File: src/hw/rtl/lsefd_pkg.sv
package lsefd_pkg;

  // weight table select codes
  localparam logic [1:0] MODE_NORMAL   = 2'd0;
  localparam logic [1:0] MODE_STRAIGHT = 2'd1;
  localparam logic [1:0] MODE_LEFT     = 2'd2;

  localparam int NUM_SENSORS = 8;

  // reciprocal scale: quotient estimate is (num * recip) >> RECIP_SHIFT
  localparam int RECIP_SHIFT = 23;
  localparam int NUM_W       = 17;  // |sum| << 8
  localparam int RECIP_W     = 20;
  localparam int PROD_W      = NUM_W + RECIP_W;
  localparam int QUOT_W      = 10;  // quotient never exceeds 896
  localparam int DIV_W       = 7;   // 10 * count, at most 70

  // weights in tenths of a sensor pitch, sensor 0 first
  localparam logic signed [6:0] W_NORMAL [NUM_SENSORS] = '{
    -7'sd35, -7'sd25, -7'sd15, -7'sd5, 7'sd5, 7'sd15, 7'sd25, 7'sd35};
  localparam logic signed [6:0] W_STRAIGHT [NUM_SENSORS] = '{
    -7'sd5, -7'sd4, -7'sd3, -7'sd2, 7'sd5, 7'sd15, 7'sd25, 7'sd35};
  localparam logic signed [6:0] W_LEFT [NUM_SENSORS] = '{
    -7'sd35, -7'sd25, -7'sd15, -7'sd5, 7'sd2, 7'sd3, 7'sd4, 7'sd5};

  // per-result flags carried down the pipe
  typedef struct packed {
    logic [3:0] black_count;
    logic       middle_all_black;
    logic       fork_split;
    logic       straight_passed;
    logic       left_passed;
    logic       narrow_line;
  } lsefd_flags_t;

  // after decode
  typedef struct packed {
    logic [NUM_W-1:0] num;
    logic             neg;
    logic             zero;
    logic [2:0]       cnt;
    lsefd_flags_t     flags;
  } lsefd_dec_t;

  // after quotient correction
  typedef struct packed {
    logic [QUOT_W-1:0] quot;
    logic              neg;
    logic              zero;
    lsefd_flags_t      flags;
  } lsefd_quot_t;

  function automatic logic signed [6:0] weight(input logic [1:0] mode,
                                               input logic [2:0] idx);
    logic signed [6:0] w;
    unique case (mode)
      MODE_STRAIGHT: w = W_STRAIGHT[idx];
      MODE_LEFT:     w = W_LEFT[idx];
      default:       w = W_NORMAL[idx];
    endcase
    return w;
  endfunction

  // floor(2^23 / (10 * cnt)); estimate is exact or one low
  function automatic logic [RECIP_W-1:0] recip(input logic [2:0] cnt);
    logic [RECIP_W-1:0] r;
    unique case (cnt)
      3'd1:    r = 20'd838860;
      3'd2:    r = 20'd419430;
      3'd3:    r = 20'd279620;
      3'd4:    r = 20'd209715;
      3'd5:    r = 20'd167772;
      3'd6:    r = 20'd139810;
      3'd7:    r = 20'd119837;
      default: r = 20'd0;
    endcase
    return r;
  endfunction

  function automatic logic [DIV_W-1:0] divisor(input logic [2:0] cnt);
    logic [DIV_W-1:0] d;
    unique case (cnt)
      3'd1:    d = 7'd10;
      3'd2:    d = 7'd20;
      3'd3:    d = 7'd30;
      3'd4:    d = 7'd40;
      3'd5:    d = 7'd50;
      3'd6:    d = 7'd60;
      3'd7:    d = 7'd70;
      default: d = 7'd10;
    endcase
    return d;
  endfunction

endpackage

File: src/hw/rtl/lsefd_decode.sv
module lsefd_decode import lsefd_pkg::*; (
  input  logic       clk,
  input  logic       rst_n,
  input  logic [1:0] fork_mode,
  input  logic       in_valid,
  output logic       in_ready,
  input  logic [7:0] in_sensor_bits,
  output logic       dn_valid,
  input  logic       dn_ready,
  output lsefd_dec_t dn_data
);

  logic       valid_r;
  lsefd_dec_t data_r;
  lsefd_dec_t data_nxt;

  logic signed [9:0] sum;
  logic [8:0]        mag;
  logic [3:0]        cnt;
  logic [2:0]        lo_blk_cnt;
  logic [2:0]        hi_blk_cnt;
  logic [7:0]        blk;

  // weighted sum and black counts
  always_comb begin
    blk        = ~in_sensor_bits;
    sum        = '0;
    cnt        = '0;
    lo_blk_cnt = '0;
    hi_blk_cnt = '0;
    for (int i = 0; i < NUM_SENSORS; i++) begin
      if (blk[i]) begin
        sum = sum + 10'(weight(fork_mode, 3'(i)));
        cnt = cnt + 4'd1;
      end
    end
    for (int i = 0; i < 3; i++) begin
      lo_blk_cnt = lo_blk_cnt + {2'b00, blk[i]};
    end
    for (int i = 4; i < 8; i++) begin
      hi_blk_cnt = hi_blk_cnt + {2'b00, blk[i]};
    end
  end

  // magnitude, sign and pattern flags
  always_comb begin
    mag                               = sum[9] ? 9'(-sum) : sum[8:0];
    data_nxt.num                      = {mag, 8'h00};
    data_nxt.neg                      = sum[9];
    data_nxt.zero                     = (cnt == 4'd0) || (cnt == 4'd8);
    data_nxt.cnt                      = cnt[2:0];
    data_nxt.flags.black_count        = cnt;
    data_nxt.flags.middle_all_black   = (in_sensor_bits & 8'h7E) == 8'h00;
    data_nxt.flags.fork_split         = in_sensor_bits[3] & blk[2] & blk[4];
    data_nxt.flags.straight_passed    = (in_sensor_bits[2:0] == 3'b111) &&
                                        (hi_blk_cnt == 3'd1 || hi_blk_cnt == 3'd2);
    data_nxt.flags.left_passed        = (in_sensor_bits[7:4] == 4'hF) &&
                                        (lo_blk_cnt == 3'd1 || lo_blk_cnt == 3'd2);
    data_nxt.flags.narrow_line        = (cnt >= 4'd1) && (cnt <= 4'd3);
  end

  assign in_ready = !valid_r || dn_ready;

  always_ff @(posedge clk) begin
    if (!rst_n) begin
      valid_r <= 1'b0;
    end else if (in_ready) begin
      valid_r <= in_valid;
    end
  end

  always_ff @(posedge clk) begin
    if (in_ready && in_valid) begin
      data_r <= data_nxt;
    end
  end

  assign dn_valid = valid_r;
  assign dn_data  = data_r;

endmodule

File: src/hw/rtl/lsefd_recip_div.sv
module lsefd_recip_div import lsefd_pkg::*; (
  input  logic        clk,
  input  logic        rst_n,
  input  logic        up_valid,
  output logic        up_ready,
  input  lsefd_dec_t  up_data,
  output logic        dn_valid,
  input  logic        dn_ready,
  output lsefd_quot_t dn_data
);

  // stage A: reciprocal multiply
  logic              a_valid_r;
  logic              a_ready;
  logic [PROD_W-1:0] a_prod_r;
  logic [NUM_W-1:0]  a_num_r;
  logic [DIV_W-1:0]  a_div_r;
  logic              a_neg_r;
  logic              a_zero_r;
  lsefd_flags_t      a_flags_r;

  // stage B: one-step correction
  logic              b_valid_r;
  logic              b_ready;
  lsefd_quot_t       b_data_r;

  logic [QUOT_W-1:0] q_est;
  logic [NUM_W:0]    back_prod;
  logic [NUM_W:0]    rem;
  logic              bump;

  assign b_ready  = !b_valid_r || dn_ready;
  assign a_ready  = !a_valid_r || b_ready;
  assign up_ready = a_ready;

  always_ff @(posedge clk) begin
    if (!rst_n) begin
      a_valid_r <= 1'b0;
    end else if (a_ready) begin
      a_valid_r <= up_valid;
    end
  end

  always_ff @(posedge clk) begin
    if (a_ready && up_valid) begin
      a_prod_r  <= PROD_W'(up_data.num) * PROD_W'(recip(up_data.cnt));
      a_num_r   <= up_data.num;
      a_div_r   <= divisor(up_data.cnt);
      a_neg_r   <= up_data.neg;
      a_zero_r  <= up_data.zero;
      a_flags_r <= up_data.flags;
    end
  end

  // estimate is the true quotient or one below it
  always_comb begin
    q_est     = a_prod_r[RECIP_SHIFT +: QUOT_W];
    back_prod = (NUM_W+1)'(q_est) * (NUM_W+1)'(a_div_r);
    rem       = {1'b0, a_num_r} - back_prod;
    bump      = rem >= (NUM_W+1)'(a_div_r);
  end

  always_ff @(posedge clk) begin
    if (!rst_n) begin
      b_valid_r <= 1'b0;
    end else if (b_ready) begin
      b_valid_r <= a_valid_r;
    end
  end

  always_ff @(posedge clk) begin
    if (b_ready && a_valid_r) begin
      b_data_r.quot  <= q_est + QUOT_W'(bump);
      b_data_r.neg   <= a_neg_r;
      b_data_r.zero  <= a_zero_r;
      b_data_r.flags <= a_flags_r;
    end
  end

  assign dn_valid = b_valid_r;
  assign dn_data  = b_data_r;

endmodule

File: src/hw/rtl/line_sensor_error_and_fork_detect_top.sv
// Line sensor centroid and fork detector. Each request carries one 8-bit sample
// (bit clear = sensor over black); the result gives the mean weight of the black
// sensors as a signed error in 1/256 sensor pitch, truncated toward zero, plus the
// black count and the fork pattern flags. The weight table comes from cfg_wr_data
// (0 normal, 1 straight branch, 2 left branch, 3 acts as normal), written while
// idle. Throughput is one sample per clock while out_ready is high. The edge that
// accepts a request loads the decode and weighted-sum stage; the request then moves
// through reciprocal multiply, quotient correction and the signed output register,
// and out_valid rises once it is in the output register. Backpressure on out_ready
// stalls the full stages without losing or repeating a request.
module line_sensor_error_and_fork_detect_top import lsefd_pkg::*; (
  input  logic               clk,
  input  logic               rst_n,
  input  logic               cfg_wr_en,
  input  logic [1:0]         cfg_wr_data,
  input  logic               in_valid,
  output logic               in_ready,
  input  logic [7:0]         in_sensor_bits,
  output logic               out_valid,
  input  logic               out_ready,
  output logic signed [10:0] out_line_error,
  output logic [3:0]         out_black_count,
  output logic               out_middle_all_black,
  output logic               out_fork_split,
  output logic               out_straight_passed,
  output logic               out_left_passed,
  output logic               out_narrow_line
);

  logic [1:0]         fork_mode_r;
  logic               dec_valid;
  logic               dec_ready;
  lsefd_dec_t         dec_data;
  logic               quot_valid;
  logic               quot_ready;
  lsefd_quot_t        quot_data;
  logic               out_valid_r;
  logic signed [10:0] err_r;
  logic signed [10:0] err_nxt;
  lsefd_flags_t       flags_r;
  logic [10:0]        mag;

  // mode register
  always_ff @(posedge clk) begin
    if (!rst_n) begin
      fork_mode_r <= MODE_NORMAL;
    end else if (cfg_wr_en) begin
      fork_mode_r <= cfg_wr_data;
    end
  end

  lsefd_decode u_decode (
    .clk            (clk),
    .rst_n          (rst_n),
    .fork_mode      (fork_mode_r),
    .in_valid       (in_valid),
    .in_ready       (in_ready),
    .in_sensor_bits (in_sensor_bits),
    .dn_valid       (dec_valid),
    .dn_ready       (dec_ready),
    .dn_data        (dec_data)
  );

  lsefd_recip_div u_div (
    .clk      (clk),
    .rst_n    (rst_n),
    .up_valid (dec_valid),
    .up_ready (dec_ready),
    .up_data  (dec_data),
    .dn_valid (quot_valid),
    .dn_ready (quot_ready),
    .dn_data  (quot_data)
  );

  // apply sign; no black or all black gives zero error
  always_comb begin
    mag = {1'b0, quot_data.quot};
    if (quot_data.zero) begin
      err_nxt = '0;
    end else if (quot_data.neg) begin
      err_nxt = -$signed(mag);
    end else begin
      err_nxt = $signed(mag);
    end
  end

  // output register
  assign quot_ready = !out_valid_r || out_ready;

  always_ff @(posedge clk) begin
    if (!rst_n) begin
      out_valid_r <= 1'b0;
    end else if (quot_ready) begin
      out_valid_r <= quot_valid;
    end
  end

  always_ff @(posedge clk) begin
    if (quot_ready && quot_valid) begin
      err_r   <= err_nxt;
      flags_r <= quot_data.flags;
    end
  end

  assign out_valid            = out_valid_r;
  assign out_line_error       = err_r;
  assign out_black_count      = flags_r.black_count;
  assign out_middle_all_black = flags_r.middle_all_black;
  assign out_fork_split       = flags_r.fork_split;
  assign out_straight_passed  = flags_r.straight_passed;
  assign out_left_passed      = flags_r.left_passed;
  assign out_narrow_line      = flags_r.narrow_line;

`ifndef ASSERT_OFF
  // input only blocks when every stage is full and the sink stalls
  a_stall_source: assert property (@(posedge clk) disable iff (!rst_n)
    !in_ready |-> (out_valid && !out_ready))
    else $error("input stalled while pipeline has room");

  a_zero_error: assert property (@(posedge clk) disable iff (!rst_n)
    out_valid && (out_black_count == 4'd0 || out_black_count == 4'd8)
      |-> out_line_error == 11'sd0)
    else $error("nonzero error with no or all sensors black");

  a_error_range: assert property (@(posedge clk) disable iff (!rst_n)
    out_valid |-> (out_line_error <= 11'sd896 && out_line_error >= -11'sd896))
    else $error("line error out of range");

  a_narrow_count: assert property (@(posedge clk) disable iff (!rst_n)
    out_valid && out_narrow_line |-> (out_black_count >= 4'd1 && out_black_count <= 4'd3))
    else $error("narrow line flag disagrees with black count");

  a_middle_count: assert property (@(posedge clk) disable iff (!rst_n)
    out_valid && out_middle_all_black |-> out_black_count >= 4'd6)
    else $error("middle all black with fewer than six black");
`endif

endmodule

File: config.mk
export PLATFORM = sky130hd
export DESIGN_NAME = line_sensor_error_and_fork_detect_top
export DESIGN_NICKNAME = d
export VERILOG_FILES = /design/src/hw/rtl/lsefd_pkg.sv /design/src/hw/rtl/lsefd_decode.sv /design/src/hw/rtl/lsefd_recip_div.sv /design/src/hw/rtl/line_sensor_error_and_fork_detect_top.sv
export SDC_FILE = /design/constraint.sdc
export NUM_CORES = 1
export LEC_CHECK = 0
export BUFFER_PORTS_ARGS = -buffer_cell sky130_fd_sc_hd__buf_2
export CORE_ASPECT_RATIO = 1.4
export CORE_UTILIZATION = 49
export CTS_CLUSTER_SIZE = 40
export DETAILED_ROUTE_END_ITERATION = 16
export PLACE_DENSITY_LB_ADDON = 0.3
export SYNTH_ARGS = -nofsm -noshare
export SYNTH_HDL_FRONTEND = slang
export SYNTH_SLANG_ARGS = --single-unit
File: constraint.sdc
create_clock -name clk -period 9.25 [get_ports clk]
set_input_delay 1.85 -clock clk [delete_from_list [all_inputs] [get_ports clk]]
set_output_delay 1.85 -clock clk [all_outputs]
set_load 0.05 [all_outputs]
=== Word-level counts from Yosys, hierarchy flattened ===
Index checks and enable logic that the tools add are counted.

* Logic and storage cells: 148
* Input bits: 15
* Register bits: 122
* Output and inout bits: 22

* $mul: 2
* Reductions and logical operators: 21
* Eq/ne operators: 16
* Multiplexer cells: 36
* Bitwise gates (word level): 4
* Magnitude comparators: 3
* Add/subtract/negate cells: 23

{| class="wikitable"
|+ Operator list
! kind !! count
|-
| case mux 20 bit (7 select lines) || 1
|-
| two-way mux 10 bit || 9
|-
| adder 10 x 7 -> 10 bit || 7
|-
| two-way mux 7 bit || 7
|-
| case mux 7 bit (6 select lines) || 1
|-
| two-way mux 4 bit || 9
|-
| multiplier 9 x 20 -> 25 bit || 1
|-
| adder 4 x 1 -> 4 bit, second input constant || 6
|-
| two-way mux 20 bit || 1
|-
| greater-or-equal comparator 18 x 7 -> 1 bit || 1
|-
| subtractor 17 x 17 -> 18 bit || 1
|-
| multiplier 10 x 7 -> 17 bit || 1
|-
| == test 3 bit, second input constant || 5
|-
| == test 3 x 2 -> 1 bit, second input constant || 4
|-
| two-way mux 6 bit || 2
|-
| negator 10 -> 11 bit || 1
|-
| adder 10 x 1 -> 10 bit || 1
|-
| two-way mux 5 bit || 2
|-
| adder 3 x 1 -> 3 bit || 3
|-
| == test 3 x 1 -> 1 bit, second input constant || 3
|-
| two-way mux 9 bit || 1
|-
| negator 9 bit || 1
|-
| == test 4 bit, second input constant || 2
|-
| logical NOT 8 bit || 1
|-
| 16 further kinds || 34
|}

=== Logic depth before layout (Yosys ltp) ===
Gate-level depths: netlist of run 1.

* Depth in word-level cells: 19
* Gate-level depth with buffers: 38
* Gate-level depth less buffers: 37

=== Hierarchy ===
From an unflattened synthesis of run 1, not the netlist that was laid out.

* Cell total of the unflattened synthesis: 2053
* Area total of the unflattened synthesis: 19210.9 um^2

{| class="wikitable"
|+ Modules (own cells, without submodules)
! module !! times used !! cells each !! area an instance (um^2) !! sequential area each (um^2)
|-
| lsefd_recip_div || 1 || 1550 || 14722.9 || 1991.9
|-
| lsefd_decode || 1 || 422 || 3447.1 || 620.6
|-
| line_sensor_error_and_fork_detect_top || 1 || 81 || 1041.0 || 660.6
|}

=== Worst setup path after synthesis of run 1 ===
Ideal clock, no wire load.

* Kind: input port to flip-flop
* From: input port in_sensor_bits[0]
* To: register u_decode.data_r (netlist bit u_decode.dn_data[27]) (data pin)
* Path buffers: 0
* Setup time: 0.266 ns
* Data required time: 8.984 ns
* Setup slack: 1.021 ns
* Cell stages on the path: 34
* Arrival time: 7.964 ns
* Path through: inv_1 ha_1 nand2b_2 nand2_1 ha_1 nor2_1 a31oi_1 inv_1 ha_1 nor2_1 a21o_1 inv_1 fa_1 xnor2_1 mux2_2 ha_1 xnor2_1 mux2_2 ha_1 a21oi_1 a21oi_1 o31a_1 a21o_1 a21oi_1 nor2_1 xnor2_1 ha_1 inv_1 nor4_1 o21ai_0 or4b_4 a22oi_4 o21ai_1 xor2_1

{| class="wikitable"
|+ RTL lines
! item !! line !! text
|-
| start, declared || line_sensor_error_and_fork_detect_top.sv:18 || <nowiki>input logic [7:0] in_sensor_bits,</nowiki>
|-
| end signal, assigned || lsefd_decode.sv:74 || <nowiki>data_r <= data_nxt;</nowiki>
|-
| end, declared || lsefd_decode.sv:14 || <nowiki>lsefd_dec_t data_r;</nowiki>
|}

==> metrics.csv, run 1 <==
stage;metric;value;unit
detailed_routing;vias;8910;
finish;drive_above_1_share;7.30;%
clock_tree;clockBufferDepth;2;
detailed_routing;dr.pass1.iters;5;
worst_setup_path;regToRegEndpoint;u_decode.dn_data[30];
worst_setup_path;crit_fanout;10;
sta;rsz0062_at_grt;false;
worst_setup_path;cp-start-kind;input pin;
detailed_routing;wl_per_cell;16.9;um
yosys;synth_cells;1288;
sta;min_period_over_period;93.6;%
yosys;synth.distinct_cells;88;
yosys;synth_edf_count;97;
sta;clock_skew;0.00964;ns
sta;worstMarginPinSlew;1.15;ns
grt;antenna_found_initial;0;
grt;grt-ovfl-total;0;
clock_tree;htreeDepth;3;
worst_setup_path;crit_path_start;in_sensor_bits[0];
detailed_routing;ant_nets;0;
finish;fin_nets;1589;
clock_tree;clkTransAtPathRegs;0.07;ns
finish;diodes;0;
die;rows;70;
finish;final_util;52.8;%
worst_setup_path;worst-setup-path-type;input pin to flip-flop;
sta;fin_tns_setup;0;ns
run_status;status;finished clean;
die;dieArea;0.0272;sq mm
clock_tree;cts_buffers;9;
placed_design;port_buffers;36;
clock_tree;clock_latency;0.35;ns
yosys;seq_area_frac_synth;23.3;%
yosys;ys_async_sr_fraction;0;%
sta;report.final.slew_viol_count;0;
die;initial_utilization;49.8;%
yosys;ys_ff_latch;103;
finish;area_delta_synth_final;6.06;%
sta;timing.slew.headroom;23.3;%
yosys;avgSynthCellArea;10.1;sq um
clock_tree;cts_tree;done;
grt;first_global_vias;9575;
sta;final-hold-violation-count;0;
detailed_routing;drtIter0Drc;359;
worst_setup_path;reg2reg_depth;34;
clock_tree;cts.sinks;103;
sta;setup_viol;0;
worst_setup_path;crit_top_cell;ha_1;
die;die_w;140;um
sta;fin_crit;8.66;ns
finish;final_common_cell;inv_1;
yosys;ys_warn_count;0;
finish;fillers;2331;
yosys;syn_nets;1581;
worst_setup_path;critPathCaptureType;flip-flop;
worst_setup_path;cp_data_required_time;9.34;ns
die;core;0.0261;sq mm
detailed_routing;viasPerCell;5.48;
worst_setup_path;critical_path.endpoint;u_decode.dn_data[30];
detailed_routing;drt-total-wl;27400;um
sta;clock.fmax;0.116;GHz
min_path;hold_path_class;flip-flop to flip-flop;
flow_run;maxCapViolations;0;
worst_setup_path;reg2reg_setup_slack;1.39;ns
worst_setup_path;reg2reg_from;fork_mode_r[0];
worst_setup_path;critPathSlowestCell;or4b_4;
clock_tree;ctsHoldBuffers;0;
yosys;synth_area;0.0130;sq mm
grt;grtUsageTotal;21.7;%
grt;grt_pass1_wl;46800;um
die;io_pins;37;
placed_design;dp_hpwl;22700;um
worst_setup_path;critical_path_arrival;8.75;ns
yosys;synth_flop_cell;edfxtp_1;
finish;final_cell_mix;inv_1, fa_1, ha_1;
detailed_routing;drc_errors;0;
worst_setup_path;cpPeakStageDelay;0.52;ns
grt;grt_max_degree;37;
placed_design;place_congestion;0.911;
clock_tree;clockRootBuffer;clkbuf_16;
die;die_y;195;um
[worst max-delay path: cells and delay by family]
kind / cells / cell delay (ns)
AND/OR/NAND/NOR: 6 / 1.22
buffers and inverters: 3 / 0.37
XOR/XNOR: 7 / 1.07
adder cells (fa/ha/maj): 7 / 2.12
AO/OA/AOI/OAI: 8 / 1.25
multiplexers: 3 / 0.86
[how the worst min path moves through the flow]
stage / start / end / slack (ns) / cells after the start
floorplan: u_div.dn_data[5] / out_black_count[0] / 0.40 / 0
global placement: u_decode.dn_data[12] / u_div.a_zero_r / 0.40 / 0
detailed placement: u_decode.dn_data[2] / u_div.a_flags_r[2] / 0.40 / 0
CTS: u_div.a_flags_r[5] / u_div.dn_data[5] / 0.42 / 0
global route: u_div.a_flags_r[5] / u_div.dn_data[5] / 0.43 / 0
finish: u_decode.dn_data[3] / u_div.a_flags_r[3] / 0.42 / 0
[metal layers]
| metal | vias to the layer above | share of wire (%) | track usage, % |
|---|---|---|---|
| met5 | - | 0 | 0 |
| met4 | 0 | 3.5 | 8.42 |
| li1 | 4251 | - | - |
| met2 | 183 | 55 | 41.4 |
| met1 | 4410 | 39 | 24.4 |
| met3 | 66 | 3.0 | 2.29 |
[layout make-up]
type,instances,area (sq um),share of cell area [%]
Inverter,198,746,5.41
Clock buffer,9,225,1.63
Sequential cell,103,3030,22.0
Tap cell,324,405,2.94
Multi-Input combinational cell,946,9080,65.9
Clock inverter,7,95.1,0.690
Timing Repair Buffer,38,195,1.42
[cells by family after synthesis]
kind of cell | synth area share, %
buf+inv | 7.03
xor+xnor | 6.77
fa+ha+maj | 36.5
simple gates | 15.6
mux | 2.32
compound gates | 8.38
flops | 23.3
[per-stage QoR]
step                      cell area (sq um)  setup slack, ns  std cells  hold WS, ns
final                                 13800            0.593       1625        0.421
after global routing                  13800           0.0284       1625        0.427
after CTS                             13800            0.524       1624        0.417
after detailed placement              13400            0.167       1608        0.405
after global placement                13400            0.412       1608        0.404
after floorplan                       13000             1.02       1288        0.400
[registers in the layout, indices dropped and copies added (netlist names)]
register and flops:
out_middle_all_black 1, u_div.a_zero_r 1, out_narrow_line 1, out_line_error 11, u_div.a_valid_r 1, u_div.a_prod_r 10
u_div.a_num_r 9, fork_mode_r 2, u_div.dn_valid 1, u_div.a_flags_r 9, u_div.a_div_r 6, out_valid 1
u_decode.dn_valid 1, u_div.a_neg_r 1, out_black_count 4, out_left_passed 1, out_straight_passed 1, out_fork_split 1
u_decode.dn_data 20, u_div.dn_data 21
[cell usage after synthesis (all sizes together) (3+ instances only)]
library cell  instances  share of area (%)
nand3                23               0.89
nor2                 66                1.9
a21o                 17               0.98
a31oi                 8               0.39
o41ai                 3               0.26
clkbuf               34               0.98
a21boi                8               0.46
nand2b               15               0.74
nand2               100                2.9
buf                   7               0.31
xnor2                73                5.1
nand4                 4               0.19
o211ai                5               0.33
o21a                  9               0.52
and4                  4               0.27
nor4                  6               0.34
o2111ai               3               0.20
nor3                 16               0.62
fa                  169                 26
o21ai                32                1.2
mux2                 10               0.90
and2                 90                4.3
ha                  109                 10
mux2i                14                1.1
xor2                 24                1.7
inv                 197                5.7
or3                   3               0.14
dfxtp                 6               0.92
or2                   5               0.24
and3                 17               0.82
edfxtp               97                 22
o31ai                 7               0.51
o31a                  3               0.20
a21oi                41                1.6
nor2b                25                1.3
[timing repair]
action | in CTS | in global routing
resized for setup | 0 | 3
buffers inserted | 0 | 1
setup endpoints to repair | 0 | 8
Power of run 1 is left out: the tool's default activity adds up to more than one toggle a clock period on the data nets, which glitch-free logic cannot reach.
==> run 2: changes to the inputs <==
--- a/config.mk
+++ b/config.mk
@@ -6,11 +6,14 @@
 export NUM_CORES = 1
 export LEC_CHECK = 0
 export BUFFER_PORTS_ARGS = -buffer_cell sky130_fd_sc_hd__buf_2
+export CELL_PAD_IN_SITES_DETAIL_PLACEMENT = 1
+export CELL_PAD_IN_SITES_GLOBAL_PLACEMENT = 1
 export CORE_ASPECT_RATIO = 1.4
 export CORE_UTILIZATION = 49
 export CTS_CLUSTER_SIZE = 40
 export DETAILED_ROUTE_END_ITERATION = 16
 export PLACE_DENSITY_LB_ADDON = 0.3
+export SLEW_MARGIN = 20
 export SYNTH_ARGS = -nofsm -noshare
 export SYNTH_HDL_FRONTEND = slang
 export SYNTH_SLANG_ARGS = --single-unit
==> run 2 against run 1 <==
- clock skew is 0.0040 ns higher
- sequential share of layout area shrank 0.064 points
- die area did not move
- global-route usage up 4.3 points
- maximum frequency fell by 0.77%
- critical endpoint is now u_decode.dn_data[24]
- setup slack worse by 0.067 ns
- utilization rose by 0.15 points
- sequential cell count unchanged
- critical path type unchanged
- clock-buffer cell count is the same
- first-iteration DRC count decreased by 20%
- cell area increased by 0.29%
==> metrics.csv, run 2 (synthesis results as in run 1) <==
stage;metric;value;unit
detailed_routing;ant_nets;0;
sta;clock_skew;0.0137;ns
detailed_routing;viasPerCell;5.65;
sta;rsz0062_at_grt;false;
finish;drive_above_1_share;7.59;%
clock_tree;clockRootBuffer;clkbuf_16;
clock_tree;ctsHoldBuffers;0;
finish;fin_nets;1592;
sta;worstMarginPinSlew;0.993;ns
clock_tree;clkTransAtPathRegs;0.08;ns
detailed_routing;drt-total-wl;33100;um
finish;fillers;2888;
finish;final_cell_mix;inv_1, fa_1, ha_1;
sta;setup_viol;0;
min_path;hold_path_class;flip-flop to flip-flop;
die;core;0.0261;sq mm
grt;grt_max_degree;37;
worst_setup_path;cp-start-kind;input pin;
sta;timing.slew.headroom;33.5;%
die;die_y;195;um
clock_tree;cts_buffers;9;
detailed_routing;vias;9202;
sta;fin_tns_setup;0;ns
worst_setup_path;critical_path_arrival;8.81;ns
worst_setup_path;cp_data_required_time;9.34;ns
worst_setup_path;worst-setup-path-type;input pin to flip-flop;
die;die_w;140;um
finish;area_delta_synth_final;6.37;%
clock_tree;clock_latency;0.36;ns
die;initial_utilization;49.8;%
worst_setup_path;critPathSlowestCell;or4b_4;
sta;min_period_over_period;94.3;%
sta;final-hold-violation-count;0;
grt;antenna_found_initial;0;
grt;grtUsageTotal;25.9;%
clock_tree;cts_tree;done;
detailed_routing;wl_per_cell;20.3;um
clock_tree;clockBufferDepth;2;
grt;grt-ovfl-total;0;
run_status;status;finished clean;
grt;first_global_vias;10600;
worst_setup_path;crit_top_cell;ha_1;
grt;grt_pass1_wl;54200;um
placed_design;place_congestion;0.897;
sta;whs;0.417;ns
detailed_routing;dr.pass1.iters;4;
worst_setup_path;cpPeakStageDelay;0.54;ns
worst_setup_path;crit_fanout;9;
worst_setup_path;critPathCaptureType;flip-flop;
die;rows;70;
detailed_routing;drtIter0Drc;286;
sta;fin_crit;8.72;ns
die;io_pins;37;
flow_run;maxCapViolations;0;
clock_tree;htreeDepth;3;
detailed_routing;drc_errors;0;
finish;largest_reg_flops;21;
finish;final_common_cell;inv_1;
die;dieArea;0.0272;sq mm
clock_tree;cts.sinks;103;
finish;diodes;0;
sta;report.final.slew_viol_count;0;
sta;clock.fmax;0.115;GHz
placed_design;port_buffers;36;
placed_design;dp_hpwl;27000;um
==> run 2: cell types whose count changed in the layout (fill, tap and decap cells not counted), sizes merged <==
cell,change
buf,+2
clkinvlp,+2
a22oi,+1
bufinv,-1
inv,-1
==> run 2: per-stage QoR <==
stage          worst slack, ns  std cells  util (%)  cell area [sq um]
2_1_floorplan             1.02       1288         -              13000
5_1_grt                 0.0336       1628      52.9              13800
4_1_cts                  0.425       1626      52.7              13800
3_5_place_dp            0.0929       1610      51.6              13500
3_3_place_gp             0.445       1610      51.6              13500
6_report                 0.526       1628      52.9              13800
==> run 2: timing repair <==
item / CTS / global route
buffers inserted: 0 / 0
setup endpoints to repair: 0 / 7
gates resized for setup: 0 / 4
==> run 2: worst paths after layout <==
check | start | end | slack (ns) | cells after the start
worst max-delay path | in_sensor_bits[0] | u_decode.dn_data[24] | 0.53 | 34
worst min-delay path | u_div.dn_data[8] | out_black_count[3] | 0.42 | 0
worst max register to register | fork_mode_r[0] | u_decode.dn_data[24] | 1.24 | 34
worst min register to register | u_div.dn_data[8] | out_black_count[3] | 0.42 | 0
==> run 2: routing by layer <==
metal  vias up  routed length (um)  track usage, %
li1       4249                   -               -
met1      4679               11900            26.5
met4         0                1470            11.8
met2       178               18800            52.0
met3        96                 857            2.49
met5         -                   0               0
==> run 2: final cells by class <==
cell class | instances | area (sq um) | share of cell area, %
multi-input cells | 947 | 9100 | 65.9
flip-flops and latches | 103 | 3030 | 21.9
repair buffers | 40 | 230 | 1.67
inverters | 198 | 746 | 5.40
clock buffers | 9 | 225 | 1.63
well taps | 324 | 405 | 2.93
clock inverters | 7 | 76.3 | 0.552
==> run 2: worst max-delay path, delay by kind of cell <==
kind                     cells  cell delay (ns)
AO/OA/AOI/OAI                7             1.15
buffers and inverters        3             0.34
multiplexers                 3             0.83
AND/OR/NAND/NOR              7             1.44
XOR/XNOR                     7             1.05
adder cells (fa/ha/maj)      7             2.15
Power of run 2 is left out for the same reason.
